## src/sv/hcm_pkg.sv

```systemverilog
// Shared types, constants and mod-26 helpers for the Hill cipher block.
// Used by every module of hill_cipher_mod26; depends on nothing.
package hcm_pkg;

  localparam int unsigned LETTER_W    = 5;
  localparam int unsigned KEY_W       = 45;
  localparam int unsigned MAX_BLOCK   = 3;
  localparam int unsigned QUEUE_DEPTH = 4;
  localparam int unsigned QPTR_W      = $clog2(QUEUE_DEPTH);
  localparam int unsigned QCNT_W      = $clog2(QUEUE_DEPTH + 1);
  // key register to applied matrix: four register stages
  localparam int unsigned SETTLE_CYCLES = 4;
  localparam int unsigned SETTLE_W      = $clog2(SETTLE_CYCLES + 1);
  localparam int unsigned ACC_W         = 11;
  localparam int unsigned ADDR_W        = 5;
  localparam int unsigned DATA_W        = 64;

  localparam logic [5:0]          ALPHABET   = 6'd26;
  localparam logic [LETTER_W-1:0] PAD_LETTER = 5'd23;

  // register indexes, taken from paddr[4:3]
  localparam logic [1:0] REG_KEY        = 2'd0;
  localparam logic [1:0] REG_BLOCK_SIZE = 2'd1;
  localparam logic [1:0] REG_DECRYPT    = 2'd2;

  typedef logic [LETTER_W-1:0] letter_t;
  typedef letter_t [2:0][2:0]  matrix_t;

  typedef struct packed {
    letter_t [2:0] letters;
    logic          dim3;
  } block_t;

  typedef struct packed {
    matrix_t mat;
    logic    ok;
  } xform_t;

  // x mod 26 for x below 4096: reciprocal estimate, then one correction
  function automatic letter_t mod26(input logic [11:0] x);
    logic [20:0] prod;
    logic [7:0]  q;
    logic [12:0] qm;
    logic [11:0] r;
    prod = 21'(x) * 21'd315;
    q    = prod[20:13];
    qm   = 13'(q) * 13'(ALPHABET);
    r    = x - qm[11:0];
    if (r >= 12'(ALPHABET)) begin
      r = r - 12'(ALPHABET);
    end
    return r[LETTER_W-1:0];
  endfunction

  // fold a 5-bit code into 0..25
  function automatic letter_t fold26(input letter_t v);
    letter_t r;
    r = v;
    if ({1'b0, v} >= ALPHABET) begin
      r = v - ALPHABET[LETTER_W-1:0];
    end
    return r;
  endfunction

  // (a - b) mod 26 for a, b in 0..25
  function automatic letter_t sub26(input letter_t a, input letter_t b);
    logic [5:0] t;
    t = {1'b0, a} + ALPHABET - {1'b0, b};
    if (t >= ALPHABET) begin
      t = t - ALPHABET;
    end
    return t[LETTER_W-1:0];
  endfunction

  // multiplicative inverse mod 26, zero when none exists
  function automatic letter_t inv26(input letter_t d);
    letter_t r;
    unique case (d)
      5'd1:    r = 5'd1;
      5'd3:    r = 5'd9;
      5'd5:    r = 5'd21;
      5'd7:    r = 5'd15;
      5'd9:    r = 5'd3;
      5'd11:   r = 5'd19;
      5'd15:   r = 5'd7;
      5'd17:   r = 5'd23;
      5'd19:   r = 5'd11;
      5'd21:   r = 5'd5;
      5'd23:   r = 5'd17;
      5'd25:   r = 5'd25;
      default: r = 5'd0;
    endcase
    return r;
  endfunction

  // cyclic successor in 0..2
  function automatic logic [1:0] nxt3(input logic [1:0] i);
    logic [1:0] r;
    case (i)
      2'd0:    r = 2'd1;
      2'd1:    r = 2'd2;
      default: r = 2'd0;
    endcase
    return r;
  endfunction

endpackage

```

## src/sv/hill_cipher_mod26.sv

```systemverilog
// Hill cipher mod 26 over blocks of 2 or 3 letters, encrypt or decrypt.
// Top level: register port, key schedule, front end, block queue, back end.
//
// Usage:
//  - Input (in_valid, held by in_stall): one letter word per cycle, A=0..Z=25;
//    in_end_of_message marks the last letter, a short block is padded with X.
//  - Output channel (out_valid/out_stall): N words per block, in block order,
//    out_last_of_block on the last; out_status=1 with letter 0 when decrypting
//    with a key that has no inverse mod 26.
//  - Registers: key at 0x00 (45 bits), block size at 0x08, decrypt at 0x10.
//    Write them only while the block is idle.
//  - A block's first word passes the queue, the current-block register, the row
//    product stage and the output register. Without stalls the rest follow one a
//    cycle, sustaining one letter in and one word out per cycle via the row walk.
//  - A queue of 4 blocks sits between front and back; the input stalls when
//    it is full, so padded short blocks can back up briefly.
//  - After reset and after every register write, in_stall is held while the key
//    schedule pipeline recomputes the matrix.
//  - Under out_stall a valid output word holds; the back end fills, then stops.
module hill_cipher_mod26 import hcm_pkg::*; #(
  parameter int unsigned MAX_DIM = MAX_BLOCK
) (
  input  logic              clk,
  input  logic              rst_n,
  input  logic              in_valid,
  output logic              in_stall,
  input  logic [4:0]        in_letter_in,
  input  logic              in_end_of_message,
  output logic              out_valid,
  input  logic              out_stall,
  output logic [4:0]        out_letter_out,
  output logic              out_last_of_block,
  output logic              out_status,
  input  logic              psel,
  input  logic              penable,
  input  logic              pwrite,
  input  logic [ADDR_W-1:0] paddr,
  input  logic [DATA_W-1:0] pwdata,
  output logic [DATA_W-1:0] prdata,
  output logic              pready
);

  logic [KEY_W-1:0] key_r;
  logic [1:0]       bsize_r;
  logic             dec_r;
  logic             cfg_wr, dim3, busy, hold;
  logic             push, q_full, q_nonempty, q_pop;
  block_t           push_blk, q_head;
  xform_t           xform;

  assign pready = 1'b1;
  assign cfg_wr = psel && penable && pwrite && pready;
  assign dim3   = (bsize_r == 2'd3) && (MAX_DIM >= 3);
  assign hold   = busy || q_full;

  always_ff @(posedge clk) begin
    if (!rst_n) begin
      key_r   <= '0;
      bsize_r <= 2'd2;
      dec_r   <= 1'b0;
    end else if (cfg_wr) begin
      unique case (paddr[4:3])
        REG_KEY:        key_r   <= pwdata[KEY_W-1:0];
        REG_BLOCK_SIZE: bsize_r <= pwdata[1:0];
        REG_DECRYPT:    dec_r   <= pwdata[0];
        default: ;
      endcase
    end
  end

  always_comb begin
    unique case (paddr[4:3])
      REG_KEY:        prdata = DATA_W'(key_r);
      REG_BLOCK_SIZE: prdata = DATA_W'(bsize_r);
      REG_DECRYPT:    prdata = DATA_W'(dec_r);
      default:        prdata = '0;
    endcase
  end

  hcm_keysched u_keysched (
    .clk     (clk),
    .rst_n   (rst_n),
    .cfg_wr  (cfg_wr),
    .key     (key_r),
    .dim3    (dim3),
    .decrypt (dec_r),
    .xform   (xform),
    .busy    (busy)
  );

  hcm_front u_front (
    .clk               (clk),
    .rst_n             (rst_n),
    .in_valid          (in_valid),
    .in_letter_in      (in_letter_in),
    .in_end_of_message (in_end_of_message),
    .dim3              (dim3),
    .hold              (hold),
    .in_stall          (in_stall),
    .push              (push),
    .push_blk          (push_blk)
  );

  hcm_queue u_queue (
    .clk      (clk),
    .rst_n    (rst_n),
    .push     (push),
    .push_blk (push_blk),
    .pop      (q_pop),
    .full     (q_full),
    .nonempty (q_nonempty),
    .head     (q_head)
  );

  hcm_back u_back (
    .clk               (clk),
    .rst_n             (rst_n),
    .q_nonempty        (q_nonempty),
    .q_head            (q_head),
    .xform             (xform),
    .out_stall         (out_stall),
    .q_pop             (q_pop),
    .out_valid         (out_valid),
    .out_letter_out    (out_letter_out),
    .out_last_of_block (out_last_of_block),
    .out_status        (out_status)
  );

endmodule

```

## src/sv/hcm_keysched.sv

```systemverilog
// Key schedule: turns the key register into the matrix applied to each block.
// Four register stages (entries, cofactors, determinant inverse, product). Uses hcm_pkg.
module hcm_keysched import hcm_pkg::*; (
  input  logic             clk,
  input  logic             rst_n,
  input  logic             cfg_wr,
  input  logic [KEY_W-1:0] key,
  input  logic             dim3,
  input  logic             decrypt,
  output xform_t           xform,
  output logic             busy
);

  matrix_t k_nxt, k_r;
  logic    dim3_a_r, dec_a_r;

  matrix_t cof_nxt, cof_r, adj2_nxt, adj2_r, k_b_r;
  letter_t det2_nxt, det2_r;
  logic    dim3_b_r, dec_b_r;

  matrix_t adj_nxt, adj_r, k_c_r;
  letter_t det3, inv_nxt, inv_r;
  logic    dec_c_r;

  matrix_t mat_nxt, mat_r;
  logic    ok_r;

  logic [SETTLE_W-1:0] settle_r, settle_nxt;

  // stage A: key letters reduced and placed row-major
  always_comb begin
    k_nxt = '0;
    for (int r = 0; r < 3; r++) begin
      for (int c = 0; c < 3; c++) begin
        if (dim3) begin
          k_nxt[r][c] = fold26(key[LETTER_W*(3*r+c) +: LETTER_W]);
        end else if (r < 2 && c < 2) begin
          k_nxt[r][c] = fold26(key[LETTER_W*(2*r+c) +: LETTER_W]);
        end
      end
    end
  end

  // stage B: 3x3 cofactors, 2x2 adjugate and determinant
  always_comb begin
    cof_nxt = '0;
    for (int r = 0; r < 3; r++) begin
      for (int c = 0; c < 3; c++) begin
        cof_nxt[r][c] = sub26(
          mod26(12'(k_r[nxt3(2'(r))][nxt3(2'(c))]) *
                12'(k_r[nxt3(nxt3(2'(r)))][nxt3(nxt3(2'(c)))])),
          mod26(12'(k_r[nxt3(2'(r))][nxt3(nxt3(2'(c)))]) *
                12'(k_r[nxt3(nxt3(2'(r)))][nxt3(2'(c))])));
      end
    end
    adj2_nxt       = '0;
    adj2_nxt[0][0] = k_r[1][1];
    adj2_nxt[0][1] = sub26('0, k_r[0][1]);
    adj2_nxt[1][0] = sub26('0, k_r[1][0]);
    adj2_nxt[1][1] = k_r[0][0];
    det2_nxt = sub26(mod26(12'(k_r[0][0]) * 12'(k_r[1][1])),
                     mod26(12'(k_r[0][1]) * 12'(k_r[1][0])));
  end

  // stage C: determinant, its inverse, adjugate
  always_comb begin
    det3 = mod26(12'(k_b_r[0][0]) * 12'(cof_r[0][0]) +
                 12'(k_b_r[0][1]) * 12'(cof_r[0][1]) +
                 12'(k_b_r[0][2]) * 12'(cof_r[0][2]));
    inv_nxt = inv26(dim3_b_r ? det3 : det2_r);
    adj_nxt = adj2_r;
    if (dim3_b_r) begin
      for (int r = 0; r < 3; r++) begin
        for (int c = 0; c < 3; c++) begin
          adj_nxt[r][c] = cof_r[c][r];
        end
      end
    end
  end

  // stage D: inverse matrix or plain key
  always_comb begin
    mat_nxt = k_c_r;
    if (dec_c_r) begin
      for (int r = 0; r < 3; r++) begin
        for (int c = 0; c < 3; c++) begin
          mat_nxt[r][c] = mod26(12'(adj_r[r][c]) * 12'(inv_r));
        end
      end
    end
  end

  always_ff @(posedge clk) begin
    k_r      <= k_nxt;
    dim3_a_r <= dim3;
    dec_a_r  <= decrypt;
    cof_r    <= cof_nxt;
    adj2_r   <= adj2_nxt;
    det2_r   <= det2_nxt;
    k_b_r    <= k_r;
    dim3_b_r <= dim3_a_r;
    dec_b_r  <= dec_a_r;
    adj_r    <= adj_nxt;
    inv_r    <= inv_nxt;
    k_c_r    <= k_b_r;
    dec_c_r  <= dec_b_r;
    mat_r    <= mat_nxt;
    ok_r     <= !dec_c_r || (inv_r != '0);
  end

  // hold off items until a new key has run through all stages
  always_comb begin
    settle_nxt = settle_r;
    if (cfg_wr) begin
      settle_nxt = SETTLE_W'(SETTLE_CYCLES);
    end else if (settle_r != '0) begin
      settle_nxt = settle_r - 1'b1;
    end
  end

  always_ff @(posedge clk) begin
    if (!rst_n) begin
      settle_r <= SETTLE_W'(SETTLE_CYCLES);
    end else begin
      settle_r <= settle_nxt;
    end
  end

  assign busy      = (settle_r != '0);
  assign xform.mat = mat_r;
  assign xform.ok  = ok_r;

endmodule

```

## src/sv/hcm_front.sv

```systemverilog
// Front end: takes letters, gathers them into blocks, pads a short last block.
// Pushes each complete block into the queue. Uses hcm_pkg.
module hcm_front import hcm_pkg::*; (
  input  logic    clk,
  input  logic    rst_n,
  input  logic    in_valid,
  input  letter_t in_letter_in,
  input  logic    in_end_of_message,
  input  logic    dim3,
  input  logic    hold,
  output logic    in_stall,
  output logic    push,
  output block_t  push_blk
);

  letter_t [1:0] pend_r;
  logic [1:0]    cnt_r, cnt_nxt, cnt_eff;
  letter_t       letter;
  logic          accept, full, complete;

  assign in_stall = hold;
  assign accept   = in_valid && !hold;
  assign letter   = fold26(in_letter_in);

  always_comb begin
    // drop letters beyond what the current block size can keep
    cnt_eff = cnt_r;
    if (!dim3 && cnt_r > 2'd1) begin
      cnt_eff = 2'd1;
    end
    full     = dim3 ? (cnt_eff == 2'd2) : (cnt_eff == 2'd1);
    complete = full || in_end_of_message;
    push     = accept && complete;

    push_blk.dim3       = dim3;
    push_blk.letters[0] = (cnt_eff == 2'd0) ? letter : pend_r[0];
    push_blk.letters[1] = (cnt_eff == 2'd0) ? PAD_LETTER :
                          (cnt_eff == 2'd1) ? letter : pend_r[1];
    push_blk.letters[2] = (cnt_eff == 2'd2) ? letter : PAD_LETTER;

    cnt_nxt = cnt_r;
    if (accept) begin
      cnt_nxt = complete ? 2'd0 : cnt_eff + 2'd1;
    end
  end

  always_ff @(posedge clk) begin
    if (!rst_n) begin
      cnt_r <= '0;
    end else begin
      cnt_r <= cnt_nxt;
    end
  end

  always_ff @(posedge clk) begin
    if (accept && !complete) begin
      pend_r[cnt_eff[0]] <= letter;
    end
  end

endmodule

```

## src/sv/hcm_queue.sv

```systemverilog
// Block queue between front and back end.
// Small register file with head read; uses hcm_pkg.
module hcm_queue import hcm_pkg::*; (
  input  logic   clk,
  input  logic   rst_n,
  input  logic   push,
  input  block_t push_blk,
  input  logic   pop,
  output logic   full,
  output logic   nonempty,
  output block_t head
);

  block_t              mem_r [QUEUE_DEPTH];
  logic [QPTR_W-1:0]   wr_ptr_r, rd_ptr_r;
  logic [QCNT_W-1:0]   count_r;

  assign full     = (count_r == QCNT_W'(QUEUE_DEPTH));
  assign nonempty = (count_r != '0);
  assign head     = mem_r[rd_ptr_r];

  always_ff @(posedge clk) begin
    if (!rst_n) begin
      wr_ptr_r <= '0;
      rd_ptr_r <= '0;
      count_r  <= '0;
    end else begin
      if (push) begin
        wr_ptr_r <= wr_ptr_r + 1'b1;
      end
      if (pop) begin
        rd_ptr_r <= rd_ptr_r + 1'b1;
      end
      if (push && !pop) begin
        count_r <= count_r + 1'b1;
      end else if (pop && !push) begin
        count_r <= count_r - 1'b1;
      end
    end
  end

  always_ff @(posedge clk) begin
    if (push) begin
      mem_r[wr_ptr_r] <= push_blk;
    end
  end

endmodule

```

## src/sv/hcm_back.sv

```systemverilog
// Back end: walks the matrix rows over each block, one word a cycle when unstalled.
// Row product stage, then mod-26 into the output register. Uses hcm_pkg.
module hcm_back import hcm_pkg::*; (
  input  logic    clk,
  input  logic    rst_n,
  input  logic    q_nonempty,
  input  block_t  q_head,
  input  xform_t  xform,
  input  logic    out_stall,
  output logic    q_pop,
  output logic    out_valid,
  output letter_t out_letter_out,
  output logic    out_last_of_block,
  output logic    out_status
);

  block_t           cur_r;
  logic             cur_valid_r;
  logic [1:0]       row_r;
  logic             s1_valid_r, s1_last_r, s1_bad_r;
  logic [ACC_W-1:0] s1_acc_r, acc;
  logic             out_valid_r, out_last_r, out_status_r;
  letter_t          out_letter_r;
  logic             out_free, s1_take, issue, last_row;

  assign out_free = !out_valid_r || !out_stall;
  assign s1_take  = !s1_valid_r || out_free;
  assign issue    = cur_valid_r && s1_take;
  assign last_row = cur_r.dim3 ? (row_r == 2'd2) : (row_r == 2'd1);
  assign q_pop    = q_nonempty && (!cur_valid_r || (issue && last_row));

  assign acc = ACC_W'(xform.mat[row_r][0]) * ACC_W'(cur_r.letters[0]) +
               ACC_W'(xform.mat[row_r][1]) * ACC_W'(cur_r.letters[1]) +
               ACC_W'(xform.mat[row_r][2]) * ACC_W'(cur_r.letters[2]);

  always_ff @(posedge clk) begin
    if (!rst_n) begin
      cur_valid_r <= 1'b0;
      row_r       <= '0;
      s1_valid_r  <= 1'b0;
      out_valid_r <= 1'b0;
    end else begin
      if (q_pop) begin
        cur_valid_r <= 1'b1;
        row_r       <= '0;
      end else if (issue && last_row) begin
        cur_valid_r <= 1'b0;
      end else if (issue) begin
        row_r <= row_r + 2'd1;
      end
      if (s1_take) begin
        s1_valid_r <= issue;
      end
      if (out_free) begin
        out_valid_r <= s1_valid_r;
      end
    end
  end

  always_ff @(posedge clk) begin
    if (q_pop) begin
      cur_r <= q_head;
    end
    if (s1_take) begin
      s1_acc_r  <= acc;
      s1_last_r <= last_row;
      s1_bad_r  <= !xform.ok;
    end
    // hold the word while the receiver stalls
    if (out_free) begin
      out_letter_r <= s1_bad_r ? '0 : mod26(12'(s1_acc_r));
      out_last_r   <= s1_last_r;
      out_status_r <= s1_bad_r;
    end
  end

  assign out_valid         = out_valid_r;
  assign out_letter_out    = out_letter_r;
  assign out_last_of_block = out_last_r;
  assign out_status        = out_status_r;

endmodule

```

## config.mk

```make
export PLATFORM = sky130hd
export DESIGN_NAME = hill_cipher_mod26
export DESIGN_NICKNAME = d
export VERILOG_FILES = /design/src/sv/hcm_pkg.sv /design/src/sv/hill_cipher_mod26.sv /design/src/sv/hcm_keysched.sv /design/src/sv/hcm_front.sv /design/src/sv/hcm_queue.sv /design/src/sv/hcm_back.sv
export SDC_FILE = /design/constraint.sdc
export NUM_CORES = 2
export LEC_CHECK = 0
export BUFFER_PORTS_ARGS = -buffer_cell sky130_fd_sc_hd__buf_2
export CORE_MARGIN = 5
export CORE_UTILIZATION = 55
export CTS_BUF_LIST = sky130_fd_sc_hd__clkbuf_4 sky130_fd_sc_hd__clkbuf_8
export DETAILED_ROUTE_END_ITERATION = 12
export PLACE_DENSITY = 0.77
export RECOVER_POWER = 100
export SETUP_SLACK_MARGIN = 0.02
export SKIP_CTS_REPAIR_TIMING = 1
export SYNTH_ARGS = -nofsm -noshare
export SYNTH_HDL_FRONTEND = slang
export SYNTH_HIERARCHICAL = 1
export SYNTH_SLANG_ARGS = --single-unit
```

## constraint.sdc

```tcl
create_clock -name clk -period 20.5 [get_ports clk]
set_input_delay 0 -clock clk [delete_from_list [all_inputs] [get_ports clk]]
set_output_delay 0 -clock clk [all_outputs]
set_load 0.01 [all_outputs]
```

==> summary.md <==
| Metric | Value |
|---|---|
| First-pass GRT wire length | `399500 um` |
| Final hold viol count | `0` |
| Critical path's most frequent cell | `fa_1` |
| Pwr per Cell Area | `22.23 nW/um^2` |
| Vias in the first global route | `83270` |
| Yosys warnings | `6` |
| Synth area leader | `ha_1` |
| Vias per std cell | `5.208` |
| Post-route ant nets | `0` |
| Die H | `465.2 um` |
| Clk Latency, worst-skew pair | `0.76 ns` |
| Post-layout min period | `15.27 ns` |
| Finish-stage setup viols | `0` |
| Hold Startpoint | `pwdata[35]` |
| # fillers | `17610` |
| Worst-path clk slew | `0.07 ns` |
| CTS tree | `yes` |
| Synth top area share | `29.07%` |
| Slowest cell on crit path | `clkbuf_1` |
| Leakage dissipation | `69.10 nW` |
| Htree depth | `3` |
| Worst R2R Start | `u_keysched/k_r[25]$_SDFF_PN0_` |
| Core Util, Final | `58.16%` |
| Vias | `81970` |
| RePlAce Congestion | `0.8832` |
| Status | `finished with violations` |
| Hold Path Class | `input pin to flip-flop` |
| DRT Pass-1 Iters | `6` |
| Final net count | `16960` |
| Initial core utilization | `55.15%` |
| P&R area growth vs syn | `5.451%` |
| Crit share post-route | `74.50%` |
| CP peak stage delay | `1.34 ns` |
| Reg2reg end | `u_keysched/cof_r[2]$_DFF_P_` |
| Drt first-iter violations | `3632` |
| Async S/R FF share, synth | `0%` |
| Mapped Cells | `12760` |
| Clock root buffer | `clkbuf_8` |
| Largest net degree at the start of global routing | `79` |
| F_max | `65.48 MHz` |
| Worst slew pin tran | `3.641 ns` |
| Die width | `465.2 um` |
| Max IR drop VDD | `79.14 uV` |
| I/O pin total | `156` |
| R2R depth | `47` |
| Footprint of the multi-input gates | `90550 um^2` |
| Number of flops mapped to enable cells by yosys | `110` |
| Routed wire per std cell | `15.23 um` |
| RSZ-0062 raised after global routing | `false` |
| CP Max Fanout | `21` |
| Max-slew headroom | `-142.7%` |
| Register-to-register setup slack | `5.23 ns` |
| Final instance area | `120200 um^2` |
| Worst Path Arrival | `15.82 ns` |
| Max Cap Viol | `39` |
| Ranking of synthesized cells by area | `ha_1 29%, fa_1 22%, inv_1 11%` |
| Area post-placement | `117600 um^2` |
| Share of layout cells above drive strength 1 | `2.995%` |
| Setup TNS | `0 ns` |
| Hold Crit Endpoint | `key_r[35]$_SDFFE_PN0P_` |
| Worst Setup Path Type | `flip-flop to flip-flop` |
| Critical Path End Type | `flip-flop` |
| Syn avg cell area | `8.932 um^2` |
| Hold-critical path depth | `4` |
| Clk_skew | `0.06108 ns` |
| Site Rows | `167` |
| Clock Sinks | `466` |
| Failing checks | `max-capacitance violations, max-slew violations` |
| Clock buffer depth | `3` |
| Slew Viols, Final | `1011` |
| WP data required | `21.05 ns` |
| Top FF cell, synth | `dfxtp_1` |
| DRC viols | `0` |
| PortBufs | `113` |
| Total grt overflow | `0` |
| Post-Route WL | `239700 um` |
| Hpwl dp | `200600 um` |
| Synth Register Bits | `466` |
| Sequential fraction of the synthesis area | `9.151%` |
| GRT Overall Usage | `22.16%` |
| Initial antenna violation count | `14` |
| Count of cell types in the netlist | `112` |
| Register area | `10440 um^2` |
| Syn Std Cell Area | `114000 um^2` |
| Core area | `206700 um^2` |
| Worst Setup Start Kind | `flip-flop` |
| CTS Buf Count | `78` |
| Die area | `216400 um^2` |
metrics by stage:
stage	hold slack, ns	setup WS, ns	cells	total power, mW
2_1_floorplan	0.04753	7.349	12780	1.598
3_3_place_gp	0.2495	6.102	15470	1.742
3_5_place_dp	0.2529	6.038	15470	1.768
4_1_cts	-0.6022	5.959	15620	2.699
5_1_grt	0.02150	4.486	15730	2.833
6_report	0.04869	5.228	15740	2.671
synth_stat cells, drive strengths merged, types with 24 or more instances:
master and number:
nand3 85, o21ai 248, clkbuf 151, nand2b 73, nor3 86, and2 611, dfxtp 356, o21bai 162
mux2 57, mux2i 116, nor2b 140, edfxtp 110, ha 2648, fa 1268, a211oi 31, a21o 251
a211o 33, and3 35, nand4 26, o211ai 36, a21boi 51, a31oi 44, a21oi 545, or3 37
xor2 256, o21a 47, a2111oi 24, xnor2 561, or2 37, buf 48, nor3b 26, nor2 337
inv 3213, nand2 730
critical path, delay by kind of cell, from the launching register on:
family	cells	cell delay, ns
buffers and inverters	7	1.65
adders and majority gates	15	6.69
AOI/OAI and AO/OA	15	3.83
xor gates and xnor gates	3	0.97
muxes	1	0.42
and+or+nand+nor	6	1.18
DFF	1	0.31
how the worst max path moves through the flow:
stage	depth (start not counted)	slack, ns	startpoint	to
2_1_floorplan	54	7.35	u_keysched/k_b_r[10]$_DFF_P_	u_keysched/inv_r[4]$_DFF_P_
3_3_place_gp	53	6.10	u_keysched/adj2_r[24]$_DFF_P_	u_keysched/inv_r[3]$_DFF_P_
3_5_place_dp	53	6.04	u_keysched/adj2_r[24]$_DFF_P_	u_keysched/inv_r[4]$_DFF_P_
4_1_cts	53	5.96	u_keysched/adj2_r[24]$_DFF_P_	u_keysched/inv_r[4]$_DFF_P_
5_1_grt	47	4.49	u_keysched/k_r[25]$_SDFF_PN0_	u_keysched/cof_r[2]$_DFF_P_
6_report	47	5.23	u_keysched/k_r[25]$_SDFF_PN0_	u_keysched/cof_r[2]$_DFF_P_
layout make-up:
cell class                      count  area share, %
Timing Repair Buffer              299          1.675
Tap cell                         2704          2.815
Inverter                         3213          10.03
Clock buffer                      109          1.139
Clock inverter                     35         0.2936
Sequential cell                   466          8.682
Antenna cell                       12        0.02498
Multi-Input combinational cell   8901          75.34
power breakdown:
part | switching, mW | internal (mW) | total, mW
logic | 0.373 | 0.297 | 0.670
clock network | 0.428 | 0.495 | 0.922
registers | 0.0672 | 1.01 | 1.08
state kept, by name, indices dropped and copies added, names as in the netlist, 10 cells and up, named ones only:
signal / count
key_r: 45
u_keysched/k_b_r: 33
u_keysched/cof_r: 45
u_keysched/k_c_r: 45
u_queue/mem_r: 64
u_back/s1_acc_r: 11
u_keysched/k_r: 35
u_back/cur_r: 16
u_keysched/xform: 45
u_keysched/adj2_nxt: 10
u_front/pend_r: 10
u_keysched/adj2_r: 20
u_keysched/adj_r: 45
layout by cell type, fill, tap and decap left out, types with 26 or more instances in the layout:
cell and instances:
inv_1 3212, ha_1 2648, fa_1 1268, nand2_1 730
xnor2_1 561, a21oi_1 543, and2_1 529, dfxtp_1 352
nor2_1 336, xor2_1 256, a21o_1 251, o21ai_0 244
o21bai_1 162, nor2b_1 140, mux2i_1 116, dlygate4sd3_1 111
edfxtp_1 110, buf_2 91, clkbuf_8 88, nand3_1 85
nor3_1 84, and2_0 82, clkbuf_1 75, nand2b_1 73
a21boi_0 51, o21a_1 46, a31oi_1 43, mux2_2 42
o211ai_1 36, or2_2 35, or3_1 35, and3_1 35
a211o_1 33, a211oi_1 30, nor3b_1 26, nand4_1 26
kinds of logic after synthesis:
family | after synthesis | share of synthesized area [%]
simple gates | 2315 | 10.43
xor+xnor | 820 | 6.338
mux | 189 | 1.924
buf+inv | 3412 | 11.44
other cells | 2 | 0.006589
fa+ha+maj | 3928 | 51.45
flops | 466 | 9.151
compound gates | 1629 | 9.270
metal layers:
layer | track usage (%) | share of wire [%]
met5 | 0 | 0.0054
met4 | 8.433 | 4.7
met3 | 2.118 | 4.1
met2 | 38.97 | 48
met1 | 28.23 | 44
No activity file was read; power rests on OpenSTA's default activity.
